## config.mk

```make
export PLATFORM = sky130hd
export DESIGN_NAME = stepper_reply_frame_parser_unit
export DESIGN_NICKNAME = d
export VERILOG_FILES = /design/src/rtl/core/srfp_pkg.sv /design/src/rtl/core/srfp_parse.sv /design/src/rtl/core/stepper_reply_frame_parser_unit.sv
export VERILOG_INCLUDE_DIRS = /design/src /design/src/rtl/core
export SDC_FILE = /design/constraint.sdc
export NUM_CORES = 1
export LEC_CHECK = 0
export BUFFER_PORTS_ARGS = -buffer_cell sky130_fd_sc_hd__clkbuf_2
export CAP_MARGIN = 20
export CELL_PAD_IN_SITES_DETAIL_PLACEMENT = 1
export CELL_PAD_IN_SITES_GLOBAL_PLACEMENT = 1
export CORE_UTILIZATION = 28
export DETAILED_ROUTE_END_ITERATION = 8
export MAX_ROUTING_LAYER = met4
export PLACE_DENSITY_LB_ADDON = 0.25
export SLEW_MARGIN = 20
export SYNTH_ARGS = -nofsm -noshare
export SYNTH_HDL_FRONTEND = slang
export SYNTH_SLANG_ARGS = --single-unit
```

## constraint.sdc

```tcl
create_clock -name clk -period 11.66 [get_ports clk]
set_clock_uncertainty 0.2 [all_clocks]
set_input_delay 0.583 -clock clk [delete_from_list [all_inputs] [get_ports clk]]
set_output_delay 0.583 -clock clk [all_outputs]
set_load 0.02 [all_outputs]
```

## src/rtl/core/stepper_reply_frame_parser_unit_assert.svh

```systemverilog
// ----------------------------------------------------------------------------
// Reply frame parser assertion macros
// Concurrent checks, clocked on clk and held off while rst_n is low.
// ----------------------------------------------------------------------------
`ifndef STEPPER_REPLY_FRAME_PARSER_UNIT_ASSERT_SVH
`define STEPPER_REPLY_FRAME_PARSER_UNIT_ASSERT_SVH

`ifndef NO_ASSERTIONS

// same-cycle implication
`define SRFP_ASSERT_NOW(lbl, ante, cons) \
  lbl: assert property (@(posedge clk) disable iff (!rst_n) (ante) |-> (cons)) \
    else $error("srfp assertion failed");

// next-cycle implication
`define SRFP_ASSERT_NEXT(lbl, ante, cons) \
  lbl: assert property (@(posedge clk) disable iff (!rst_n) (ante) |=> (cons)) \
    else $error("srfp assertion failed");

`else

`define SRFP_ASSERT_NOW(lbl, ante, cons)
`define SRFP_ASSERT_NEXT(lbl, ante, cons)

`endif

`endif

```

## src/rtl/core/srfp_pkg.sv

```systemverilog
// ----------------------------------------------------------------------------
// srfp_pkg
// Types, codes and helper functions of the stepper reply frame parser.
// ----------------------------------------------------------------------------
package srfp_pkg;

  typedef struct packed {
    logic       cmd;
    logic [7:0] rx_byte;
  } srfp_in_t;

  typedef struct packed {
    logic [3:0]  field_id;
    logic [7:0]  func_code;
    logic        negative;
    logic [31:0] magnitude;
    logic        last;
  } srfp_out_t;

  typedef struct packed {
    logic [7:0]  device_address;
    logic [1:0]  checksum_mode;
    logic [15:0] byte_gap_ticks;
  } srfp_cfg_t;

  // result job handed from the parser to the output stage
  typedef struct packed {
    logic      valid;
    logic      multi;
    srfp_out_t res;
  } srfp_job_t;

  // configuration port
  localparam int CFG_IDX_W  = 2;
  localparam int CFG_DATA_W = 16;
  localparam logic [CFG_IDX_W-1:0] REG_DEVICE_ADDRESS = 2'd0;
  localparam logic [CFG_IDX_W-1:0] REG_CHECKSUM_MODE  = 2'd1;
  localparam logic [CFG_IDX_W-1:0] REG_BYTE_GAP_TICKS = 2'd2;

  localparam logic [7:0]  RST_DEVICE_ADDRESS = 8'd1;
  localparam logic [1:0]  RST_CHECKSUM_MODE  = 2'd0;
  localparam logic [15:0] RST_BYTE_GAP_TICKS = 16'd50;

  // checksum modes
  localparam logic [1:0] CHK_FIXED = 2'd0;
  localparam logic [1:0] CHK_XOR   = 2'd1;
  localparam logic [1:0] CHK_CRC   = 2'd2;
  localparam logic [7:0] CHK_FIXED_BYTE = 8'h6B;
  localparam logic [7:0] CRC_POLY       = 8'h8C;

  // commands
  localparam logic CMD_BYTE = 1'b0;
  localparam logic CMD_TICK = 1'b1;

  // field ids
  localparam logic [3:0] FID_BAD      = 4'd0;
  localparam logic [3:0] FID_NODATA   = 4'd1;
  localparam logic [3:0] FID_STATUS   = 4'd2;
  localparam logic [3:0] FID_POSITION = 4'd3;
  localparam logic [3:0] FID_SPEED    = 4'd4;
  localparam logic [3:0] FID_TARGET   = 4'd5;
  localparam logic [3:0] FID_CUR_TGT  = 4'd6;
  localparam logic [3:0] FID_ERROR    = 4'd7;
  localparam logic [3:0] FID_VERSION  = 4'd8;
  localparam logic [3:0] FID_BUS_MV   = 4'd9;
  localparam logic [3:0] FID_PHASE_MA = 4'd10;
  localparam logic [3:0] FID_ENCODER  = 4'd11;
  localparam logic [3:0] FID_READY    = 4'd12;
  localparam logic [3:0] FID_MOTOR    = 4'd13;

  // bad frame reasons
  localparam logic [31:0] BAD_TIMEOUT  = 32'd0;
  localparam logic [31:0] BAD_UNKNOWN  = 32'd1;
  localparam logic [31:0] BAD_CHECKSUM = 32'd2;

  // function codes
  localparam logic [7:0] FN_STAT_FD = 8'hFD;
  localparam logic [7:0] FN_STAT_F3 = 8'hF3;
  localparam logic [7:0] FN_STAT_F6 = 8'hF6;
  localparam logic [7:0] FN_STAT_FE = 8'hFE;
  localparam logic [7:0] FN_NODATA  = 8'h32;
  localparam logic [7:0] FN_TARGET  = 8'h33;
  localparam logic [7:0] FN_CUR_TGT = 8'h34;
  localparam logic [7:0] FN_SPEED   = 8'h35;
  localparam logic [7:0] FN_POS     = 8'h36;
  localparam logic [7:0] FN_ERROR   = 8'h37;
  localparam logic [7:0] FN_SYSTEM  = 8'h43;

  localparam logic [5:0] LEN_STATUS = 6'd4;
  localparam logic [5:0] LEN_WORD   = 6'd8;
  localparam logic [5:0] LEN_SPEED  = 6'd6;
  localparam logic [5:0] LEN_SYSTEM = 6'd31;
  localparam logic [5:0] LEN_NONE   = 6'd0;

  // system-state frame: bytes 2..29 carry the fields
  localparam int SYS_FIRST_BYTE = 2;
  localparam int SYS_BYTES      = 28;
  localparam logic [3:0] SYS_LAST_IDX = 4'd9;
  typedef logic [SYS_BYTES-1:0][7:0] srfp_sys_t;

  // reflected CRC-8, one byte
  function automatic logic [7:0] crc_step(input logic [7:0] v);
    logic [7:0] c;
    c = v;
    for (int i = 0; i < 8; i++) begin
      c = c[0] ? ((c >> 1) ^ CRC_POLY) : (c >> 1);
    end
    return c;
  endfunction

  // total frame length from the function code, zero when unknown
  function automatic logic [5:0] frame_len(input logic [7:0] fn);
    logic [5:0] len;
    case (fn)
      FN_STAT_FD, FN_STAT_F3, FN_STAT_F6, FN_STAT_FE: len = LEN_STATUS;
      FN_NODATA, FN_TARGET, FN_CUR_TGT, FN_POS, FN_ERROR: len = LEN_WORD;
      FN_SPEED:  len = LEN_SPEED;
      FN_SYSTEM: len = LEN_SYSTEM;
      default:   len = LEN_NONE;
    endcase
    return len;
  endfunction

endpackage

```

## src/rtl/core/srfp_parse.sv

```systemverilog
// ----------------------------------------------------------------------------
// srfp_parse
// Byte and tick parser: frame sync, frame store, running checksum and
// single-result decode. Raises one job per input that causes results.
// ----------------------------------------------------------------------------
`include "stepper_reply_frame_parser_unit_assert.svh"

module srfp_parse #(
  parameter int MAX_FRAME_BYTES = 31
) (
  input  logic                clk,
  input  logic                rst_n,
  input  logic                in_fire,
  input  srfp_pkg::srfp_in_t  in_data,
  input  srfp_pkg::srfp_cfg_t cfg,
  output srfp_pkg::srfp_job_t job_o,
  output srfp_pkg::srfp_sys_t sys_bytes_o
);
  import srfp_pkg::*;

  localparam int IDX_W = $clog2(MAX_FRAME_BYTES + 1);
  localparam int SA_W  = $clog2(MAX_FRAME_BYTES);
  localparam int EXT   = (MAX_FRAME_BYTES > 30) ? MAX_FRAME_BYTES : 30;
  localparam logic [IDX_W-1:0] MAX_IDX = IDX_W'(MAX_FRAME_BYTES);
  localparam logic [6:0]       MAX_LEN = 7'(MAX_FRAME_BYTES);

  typedef enum logic [2:0] {
    PH_ADDR = 3'b001,
    PH_FUNC = 3'b010,
    PH_DATA = 3'b100
  } phase_t;

  phase_t           phase_r, phase_nxt;
  logic [IDX_W-1:0] byte_index_r, byte_index_nxt;
  logic [IDX_W-1:0] frame_len_r, frame_len_nxt;
  logic [15:0]      idle_r, idle_nxt;
  logic [7:0]       run_xor_r, run_xor_nxt;
  logic [7:0]       run_crc_r, run_crc_nxt;

  logic [7:0] frame_store_r [MAX_FRAME_BYTES];
  logic [7:0] fs_ext [EXT];

  logic            store_we;
  logic [SA_W-1:0] store_addr;

  logic [7:0]       rx;
  logic [5:0]       code_len;
  logic [IDX_W-1:0] byte_inc;
  logic [16:0]      idle_inc;
  logic [7:0]       chk_want;
  logic [7:0]       fn_st;
  srfp_out_t        single;
  srfp_job_t        job;

  // fixed-place view of the store; bytes beyond the store read as zero
  for (genvar i = 0; i < EXT; i++) begin : g_ext
    if (i < MAX_FRAME_BYTES) begin : g_in
      assign fs_ext[i] = frame_store_r[i];
    end else begin : g_out
      assign fs_ext[i] = 8'h00;
    end
  end

  for (genvar j = 0; j < SYS_BYTES; j++) begin : g_sys
    assign sys_bytes_o[j] = fs_ext[j + SYS_FIRST_BYTE];
  end

  assign rx       = in_data.rx_byte;
  assign code_len = frame_len(rx);
  assign byte_inc = byte_index_r + 1'b1;
  assign idle_inc = {1'b0, idle_r} + 17'd1;
  assign fn_st    = fs_ext[1];

  always_comb begin
    case (cfg.checksum_mode)
      CHK_XOR: chk_want = run_xor_r;
      CHK_CRC: chk_want = run_crc_r;
      default: chk_want = CHK_FIXED_BYTE;
    endcase
  end

  // decode of every frame that yields exactly one field
  always_comb begin
    single           = '0;
    single.func_code = fn_st;
    single.last      = 1'b1;
    single.negative  = (fs_ext[2] != 8'h00);
    single.magnitude = {fs_ext[3], fs_ext[4], fs_ext[5], fs_ext[6]};
    case (fn_st)
      FN_STAT_FD, FN_STAT_F3, FN_STAT_F6, FN_STAT_FE: begin
        single.field_id  = FID_STATUS;
        single.negative  = 1'b0;
        single.magnitude = {24'd0, fs_ext[2]};
      end
      FN_POS:     single.field_id = FID_POSITION;
      FN_TARGET:  single.field_id = FID_TARGET;
      FN_CUR_TGT: single.field_id = FID_CUR_TGT;
      FN_ERROR:   single.field_id = FID_ERROR;
      FN_SPEED: begin
        single.field_id  = FID_SPEED;
        single.magnitude = {16'd0, fs_ext[3], fs_ext[4]};
      end
      default: begin
        single.field_id  = FID_NODATA;
        single.negative  = 1'b0;
        single.magnitude = '0;
      end
    endcase
  end

  always_comb begin
    phase_nxt      = phase_r;
    byte_index_nxt = byte_index_r;
    frame_len_nxt  = frame_len_r;
    idle_nxt       = idle_r;
    run_xor_nxt    = run_xor_r;
    run_crc_nxt    = run_crc_r;
    store_we       = 1'b0;
    store_addr     = byte_index_r[SA_W-1:0];
    job            = '0;
    job.res.last   = 1'b1;

    if (in_fire) begin
      if (in_data.cmd == CMD_TICK) begin
        if (phase_r != PH_ADDR) begin
          if (idle_inc > {1'b0, cfg.byte_gap_ticks}) begin
            job.valid         = 1'b1;
            job.res.field_id  = FID_BAD;
            job.res.func_code = (phase_r == PH_DATA) ? fn_st : 8'h00;
            job.res.magnitude = BAD_TIMEOUT;
            phase_nxt         = PH_ADDR;
            idle_nxt          = '0;
          end else begin
            idle_nxt = idle_inc[15:0];
          end
        end
      end else begin
        idle_nxt = '0;
        case (phase_r)
          PH_ADDR: begin
            if (rx == cfg.device_address) begin
              store_we    = 1'b1;
              store_addr  = '0;
              phase_nxt   = PH_FUNC;
              run_xor_nxt = rx;
              run_crc_nxt = rx;
            end
          end
          PH_FUNC: begin
            store_we   = 1'b1;
            store_addr = SA_W'(1);
            if (code_len == LEN_NONE || {1'b0, code_len} > MAX_LEN) begin
              job.valid         = 1'b1;
              job.res.field_id  = FID_BAD;
              job.res.func_code = rx;
              job.res.magnitude = BAD_UNKNOWN;
              phase_nxt         = PH_ADDR;
            end else begin
              frame_len_nxt  = IDX_W'(code_len);
              byte_index_nxt = IDX_W'(2);
              phase_nxt      = PH_DATA;
              run_xor_nxt    = run_xor_r ^ rx;
              run_crc_nxt    = crc_step(run_crc_r ^ rx);
            end
          end
          PH_DATA: begin
            store_we = (byte_index_r < MAX_IDX);
            if (byte_inc >= frame_len_r || byte_inc >= MAX_IDX) begin
              // checksum byte: verify and hand off the frame
              job.valid = 1'b1;
              if (rx != chk_want) begin
                job.res.field_id  = FID_BAD;
                job.res.func_code = fn_st;
                job.res.magnitude = BAD_CHECKSUM;
              end else if (fn_st == FN_SYSTEM) begin
                job.multi         = 1'b1;
                job.res.func_code = fn_st;
              end else begin
                job.res = single;
              end
              phase_nxt      = PH_ADDR;
              byte_index_nxt = '0;
            end else begin
              byte_index_nxt = byte_inc;
              run_xor_nxt    = run_xor_r ^ rx;
              run_crc_nxt    = crc_step(run_crc_r ^ rx);
            end
          end
          default: phase_nxt = PH_ADDR;
        endcase
      end
    end
  end

  assign job_o = job;

  always_ff @(posedge clk) begin
    if (!rst_n) begin
      phase_r      <= PH_ADDR;
      byte_index_r <= '0;
      frame_len_r  <= '0;
      idle_r       <= '0;
    end else begin
      phase_r      <= phase_nxt;
      byte_index_r <= byte_index_nxt;
      frame_len_r  <= frame_len_nxt;
      idle_r       <= idle_nxt;
    end
  end

  always_ff @(posedge clk) begin
    run_xor_r <= run_xor_nxt;
    run_crc_r <= run_crc_nxt;
    if (store_we) begin
      frame_store_r[store_addr] <= rx;
    end
  end

  `SRFP_ASSERT_NOW(a_data_index_range, phase_r == PH_DATA, (byte_index_r >= IDX_W'(2)) && (byte_index_r < frame_len_r))
  `SRFP_ASSERT_NEXT(a_result_resyncs, job_o.valid, phase_r == PH_ADDR)

endmodule

```

## src/rtl/core/stepper_reply_frame_parser_unit.sv

```systemverilog
// ----------------------------------------------------------------------------
// stepper_reply_frame_parser_unit
// Reply frame parser for a stepper servo board on a serial line.
// ----------------------------------------------------------------------------
// Usage:
//   in_*  : one beat per received byte (cmd 0) or per 1 ms tick (cmd 1).
//   out_* : decoded field results; last marks the final beat of an input.
//   cfg_* : register writes (device address, checksum mode, byte gap);
//           cfg_ready is always high, index 3 is ignored.
// Flow: the accepted beat goes to a job register and its first result to the
//   output register once that is free. Throughput: one input beat per cycle
//   while no job waits, even for inputs without results; a single-result input
//   lets the next input in on the next cycle while out_ready is high.
// A system-state frame gives ten beats, on consecutive cycles while out_ready
//   is high, from a sequencer over the frame store; in_ready stays low until the
//   tenth beat loads the output register.
// Stall: out_ready low holds the output register and the pending job; in_ready
//   is low while a job waits, so no input passes until the job has loaded.
// Reset: registers go to defaults (address 1, fixed 0x6B check, 50 ticks)
//   and the parser waits for an address byte.
// ----------------------------------------------------------------------------
`include "stepper_reply_frame_parser_unit_assert.svh"

module stepper_reply_frame_parser_unit #(
  parameter int MAX_FRAME_BYTES = 31
) (
  input  logic                                   clk,
  input  logic                                   rst_n,
  input  logic                                   in_valid,
  output logic                                   in_ready,
  input  srfp_pkg::srfp_in_t                     in_data,
  output logic                                   out_valid,
  input  logic                                   out_ready,
  output srfp_pkg::srfp_out_t                    out_data,
  input  logic                                   cfg_valid,
  output logic                                   cfg_ready,
  input  logic [srfp_pkg::CFG_IDX_W-1:0]         cfg_index,
  input  logic [srfp_pkg::CFG_DATA_W-1:0]        cfg_data
);
  import srfp_pkg::*;

  srfp_cfg_t cfg_r;
  srfp_job_t new_job;
  srfp_sys_t sys_bytes;

  logic      job_valid_r, job_valid_nxt;
  logic      job_multi_r, job_multi_nxt;
  srfp_out_t job_res_r, job_res_nxt;
  logic [3:0] job_idx_r, job_idx_nxt;

  logic      out_valid_r;
  srfp_out_t out_r;
  srfp_out_t multi_res;
  srfp_out_t beat;

  logic load;
  logic job_done;
  logic in_fire;

  // configuration registers
  assign cfg_ready = 1'b1;

  always_ff @(posedge clk) begin
    if (!rst_n) begin
      cfg_r.device_address <= RST_DEVICE_ADDRESS;
      cfg_r.checksum_mode  <= RST_CHECKSUM_MODE;
      cfg_r.byte_gap_ticks <= RST_BYTE_GAP_TICKS;
    end else if (cfg_valid) begin
      case (cfg_index)
        REG_DEVICE_ADDRESS: cfg_r.device_address <= cfg_data[7:0];
        REG_CHECKSUM_MODE:  cfg_r.checksum_mode  <= cfg_data[1:0];
        REG_BYTE_GAP_TICKS: cfg_r.byte_gap_ticks <= cfg_data;
        default: ;
      endcase
    end
  end

  srfp_parse #(
    .MAX_FRAME_BYTES(MAX_FRAME_BYTES)
  ) u_parse (
    .clk        (clk),
    .rst_n      (rst_n),
    .in_fire    (in_fire),
    .in_data    (in_data),
    .cfg        (cfg_r),
    .job_o      (new_job),
    .sys_bytes_o(sys_bytes)
  );

  assign load     = job_valid_r && (!out_valid_r || out_ready);
  assign job_done = load && (!job_multi_r || job_idx_r == SYS_LAST_IDX);
  assign in_ready = !job_valid_r || job_done;
  assign in_fire  = in_valid && in_ready;

  // system-state frame fields; sys_bytes[0] is frame byte 2
  always_comb begin
    multi_res           = '0;
    multi_res.func_code = job_res_r.func_code;
    multi_res.last      = (job_idx_r == SYS_LAST_IDX);
    case (job_idx_r)
      4'd0: begin
        multi_res.field_id  = FID_VERSION;
        multi_res.magnitude = {16'd0, sys_bytes[0], sys_bytes[1]};
      end
      4'd1: begin
        multi_res.field_id  = FID_BUS_MV;
        multi_res.magnitude = {16'd0, sys_bytes[2], sys_bytes[3]};
      end
      4'd2: begin
        multi_res.field_id  = FID_PHASE_MA;
        multi_res.magnitude = {16'd0, sys_bytes[4], sys_bytes[5]};
      end
      4'd3: begin
        multi_res.field_id  = FID_ENCODER;
        multi_res.magnitude = {16'd0, sys_bytes[6], sys_bytes[7]};
      end
      4'd4: begin
        multi_res.field_id  = FID_TARGET;
        multi_res.negative  = (sys_bytes[8] != 8'h00);
        multi_res.magnitude = {sys_bytes[9], sys_bytes[10], sys_bytes[11], sys_bytes[12]};
      end
      4'd5: begin
        multi_res.field_id  = FID_SPEED;
        multi_res.negative  = (sys_bytes[13] != 8'h00);
        multi_res.magnitude = {16'd0, sys_bytes[14], sys_bytes[15]};
      end
      4'd6: begin
        multi_res.field_id  = FID_POSITION;
        multi_res.negative  = (sys_bytes[16] != 8'h00);
        multi_res.magnitude = {sys_bytes[17], sys_bytes[18], sys_bytes[19], sys_bytes[20]};
      end
      4'd7: begin
        multi_res.field_id  = FID_ERROR;
        multi_res.negative  = (sys_bytes[21] != 8'h00);
        multi_res.magnitude = {sys_bytes[22], sys_bytes[23], sys_bytes[24], sys_bytes[25]};
      end
      4'd8: begin
        multi_res.field_id  = FID_READY;
        multi_res.magnitude = {24'd0, sys_bytes[26]};
      end
      default: begin
        multi_res.field_id  = FID_MOTOR;
        multi_res.magnitude = {24'd0, sys_bytes[27]};
      end
    endcase
  end

  assign beat = job_multi_r ? multi_res : job_res_r;

  always_comb begin
    job_valid_nxt = job_valid_r;
    job_multi_nxt = job_multi_r;
    job_res_nxt   = job_res_r;
    job_idx_nxt   = job_idx_r;
    if (new_job.valid) begin
      job_valid_nxt = 1'b1;
      job_multi_nxt = new_job.multi;
      job_res_nxt   = new_job.res;
      job_idx_nxt   = '0;
    end else if (job_done) begin
      job_valid_nxt = 1'b0;
    end else if (load) begin
      job_idx_nxt = job_idx_r + 4'd1;
    end
  end

  always_ff @(posedge clk) begin
    if (!rst_n) begin
      job_valid_r <= 1'b0;
      out_valid_r <= 1'b0;
    end else begin
      job_valid_r <= job_valid_nxt;
      if (load) begin
        out_valid_r <= 1'b1;
      end else if (out_ready) begin
        out_valid_r <= 1'b0;
      end
    end
  end

  always_ff @(posedge clk) begin
    job_multi_r <= job_multi_nxt;
    job_res_r   <= job_res_nxt;
    job_idx_r   <= job_idx_nxt;
    if (load) begin
      out_r <= beat;
    end
  end

  assign out_valid = out_valid_r;
  assign out_data  = out_r;

  `SRFP_ASSERT_NOW(a_sys_idx_range, job_valid_r && job_multi_r, job_idx_r <= SYS_LAST_IDX)
  `SRFP_ASSERT_NEXT(a_sys_beats_back_to_back, out_valid && out_ready && !out_data.last, out_valid && $stable(out_data.func_code))
  `SRFP_ASSERT_NEXT(a_single_beat_last, load && !job_multi_r, out_valid && out_data.last)

endmodule
```

==> impl_metrics.env <==
export IMPL_status="finished clean"
export IMPL_arrival_ps=4720
export IMPL_dp_hpwl_um=32240
export IMPL_stdcell_count=2211
export IMPL_met3_usage=0.02313
export IMPL_port_buffers=79
export IMPL_nNetsFinal=1455
export IMPL_die_w_um=248.6
export IMPL_drt_iter0_drc=693
export IMPL_drc_errors=0
export IMPL_grt_pass1_wl_um=74270
export IMPL_cts_tree="done"
export IMPL_ant_nets=0
export IMPL_r2r_end="job_res_r[1]$_SDFFCE_PP0P_"
export IMPL_start_util=0.2827
export IMPL_drive_gt1_frac=0.1414
export IMPL_finish_instance_area_um2=19760
export IMPL_pin_count=81
export IMPL_vias=11120
export IMPL_syn_cell_area_um2=17030
export IMPL_path_class="reg -> reg"
export IMPL_synth_area_leaders="edfxtp_1 (60%), dfxtp_1 (7.1%), nand2_1 (3.0%)"
export IMPL_gp_congestion=0.8082
export IMPL_hold_ws_ps=37.59
export IMPL_layout_worst_path_cycle_share=0.4011
export IMPL_dpl_instance_area_um2=18280
export IMPL_fmax_mhz=213.8
export IMPL_final_util=0.3280
export IMPL_finalCriticalPeriod_ps=4677
export IMPL_clock_sinks=399
export IMPL_htree_levels=2
export IMPL_slew_viol_final=0
export IMPL_p_leak_nw=6.461
export IMPL_globalRouteMet2Util=0.2746
export IMPL_yosysWarnings=0
export IMPL_wirelength_um=49550
export IMPL_clkTransAtPathRegs_ps=60
export IMPL_core_area_um2=60250
export IMPL_synth_largest_area_cell="edfxtp_1"
export IMPL_synthArstFlopShare=0
export IMPL_final_setup_tns_ps=0
export IMPL_synth_top_area_share=0.5978
export IMPL_row_count=90
export IMPL_ff2ff_setup_slack_ps=6980
export IMPL_whs_path_depth=3
export IMPL_cp_start_kind="flop"
export IMPL_drt_first_pass_iters=7
export IMPL_die_y_um=248.6
export IMPL_grtUsageTotal=0.1639
export IMPL_die_area_um2=61810
export IMPL_setup_slack_ps=6983
export IMPL_end_kind="flop"
export IMPL_hold_end="cfg_r[12]$_SDFFE_PN0P_"
export IMPL_n_antenna_cell=0
export IMPL_synth_edf_count=339
export IMPL_min_from="cfg_data[12]"
export IMPL_avgSynthCellArea_um2=12.91
export IMPL_cts_inserted_buffers=45
export IMPL_place_ws_ps=6930
export IMPL_synth_nets=1381
export IMPL_crit_fanout=49
export IMPL_ys_types=81
export IMPL_clock_latency_ps=610
export IMPL_p_per_area_nw_per_um2=154.7
export IMPL_antenna_found_initial=0
export IMPL_r2r_cells=14
export IMPL_r2r_start="u_parse.idle_r[0]$_SDFFE_PN0P_"
export IMPL_synth_yosys_seq_area_share=0.6683
export IMPL_grt_most_used_layer="met2"
export IMPL_synthToLayoutAreaGrowth_pct=16.02
export IMPL_viasPerCell=5.028
export IMPL_synthesis_instances=1319
export IMPL_synth_seq_cells=399
export IMPL_ir_worst_vdd_uv=101.2
export IMPL_gr_total_overflow=0
export IMPL_worstMarginPinSlew_ps=1075
export IMPL_cts_path_max_buffers=3
export IMPL_grt_pass1_vias=11550
export IMPL_rsz0062_at_grt="no"
export IMPL_cp_required_ps=11700
export IMPL_hp_class="in -> reg"
export IMPL_relSlewSlack=0.2804
export IMPL_max_cap_viol_count=0
export IMPL_cts_root_buf="clkbuf_16"
export IMPL_ys_flop_type="edfxtp_1"
export IMPL_setup_viol_count_final=0
export IMPL_dp_cells=2125
export IMPL_p_total_mw=3.056
export IMPL_cts_resized=0
export IMPL_use_met1=0.2037
export IMPL_grt_start_max_net_pins=74
export IMPL_hold_viol_final=0
export IMPL_routedWlPerCell_um=22.41
cell usage in the layout (no fill, tap or decap), types with 32 or more instances in the layout:
cell type / synthesis / final
a21oi_1: 53 / 53
a22oi_1: 51 / 51
a31oi_1: 32 / 32
clkbuf_16: 0 / 45
clkbuf_2: 1 / 79
dfxtp_1: 60 / 60
edfxtp_1: 339 / 339
inv_1: 36 / 36
nand2_1: 134 / 134
nor2_1: 123 / 120
xnor2_1: 40 / 40
how the worst max path moves through the flow:
stage | from | endpoint | slack [ps] | cells past startpoint
CTS | u_parse.idle_r[0]$_SDFFE_PN0P_ | job_res_r[7]$_SDFFCE_PP0P_ | 6900 | 14
floorplan | u_parse.idle_r[0]$_SDFFE_PN0P_ | job_multi_r$_SDFFCE_PP0P_ | 5790 | 13
finish | u_parse.idle_r[0]$_SDFFE_PN0P_ | job_res_r[1]$_SDFFCE_PP0P_ | 6980 | 14
global route | u_parse.idle_r[0]$_SDFFE_PN0P_ | job_res_r[1]$_SDFFCE_PP0P_ | 6580 | 14
global placement | u_parse.idle_r[0]$_SDFFE_PN0P_ | job_res_r[6]$_SDFFCE_PP0P_ | 7070 | 14
detailed placement | u_parse.idle_r[0]$_SDFFE_PN0P_ | job_res_r[6]$_SDFFCE_PP0P_ | 6930 | 14
synthesized netlist by cell type (all sizes together) (18+ instances only):
cell type / instances
edfxtp: 339
nand2: 136
nor2: 124
dfxtp: 60
clkbuf: 57
a21oi: 54
a22oi: 51
xnor2: 40
inv: 36
a31oi: 32
nand3: 32
ha: 30
a221oi: 27
a22o: 24
nor3: 24
and3: 23
xor2: 22
buf: 21
nor4: 18
repair_timing:
action / in CTS / in global routing
hold buffers: 2 / 0
hold endpoints to repair: 2 / 0
setup buffers: 0 / 0
critical path: stages, from the launching register on:
cell and delay [ps]:
dfxtp_1 430, ha_1 280, and4_1 250, nand4_2 180
or2_2 410, nor2_1 130, xor2_1 240, ha_1 290
nand3_1 140, nor3_1 70, a2111oi_1 520, o211ai_1 270
a21oi_1 390, o22ai_4 120, buf_4 360
report_power, final:
| group | switching (mW) | leakage [nW] | internal, mW |
|---|---|---|---|
| sequential | 0.00317 | 3.53 | 1.55 |
| combinational | 0.0785 | 2.24 | 0.0362 |
| clock | 0.603 | 0.690 | 0.790 |
| total | 0.684 | 6.46 | 2.37 |
registers in the layout, summed over array words and instances, names as in the netlist, 4 cells and up:
signal / flops
job_idx_r: 4
out_data: 46
cfg_r: 26
u_parse.run_crc_r: 8
job_res_r: 44
u_parse.byte_index_r: 5
u_parse.idle_r: 16
u_parse.frame_store_r: 232
u_parse.frame_len_r: 4
u_parse.run_xor_r: 8
logic make-up after synthesis:
group,Yosys count,synth area share
buffers and inverters,114,0.02748
other,1,0.0002202
multiplexers,20,0.01198
AND/OR/NAND/NOR,424,0.1203
flip-flops,399,0.6683
adder cells (fa/ha/maj),30,0.02204
XOR/XNOR,62,0.03189
AO/OA/AOI/OAI,269,0.1178
area by class of cell:
cell class	instances	area (um^2)
sequential	399	11380
clock inverter	23	259.0
inverter	36	135.1
clock buffer	60	1182
multi-input combinational	806	5226
tap	782	978.4
fill	6399	40490
timing repair buffer	105	595.6
per-layer routing:
metal  share of wire  vias up
li1                -     5137
met1            0.44     5670
met2            0.49      236
met3           0.035       75
met4           0.027        0
met5               0        -
Power figures use the tool's default switching activity.
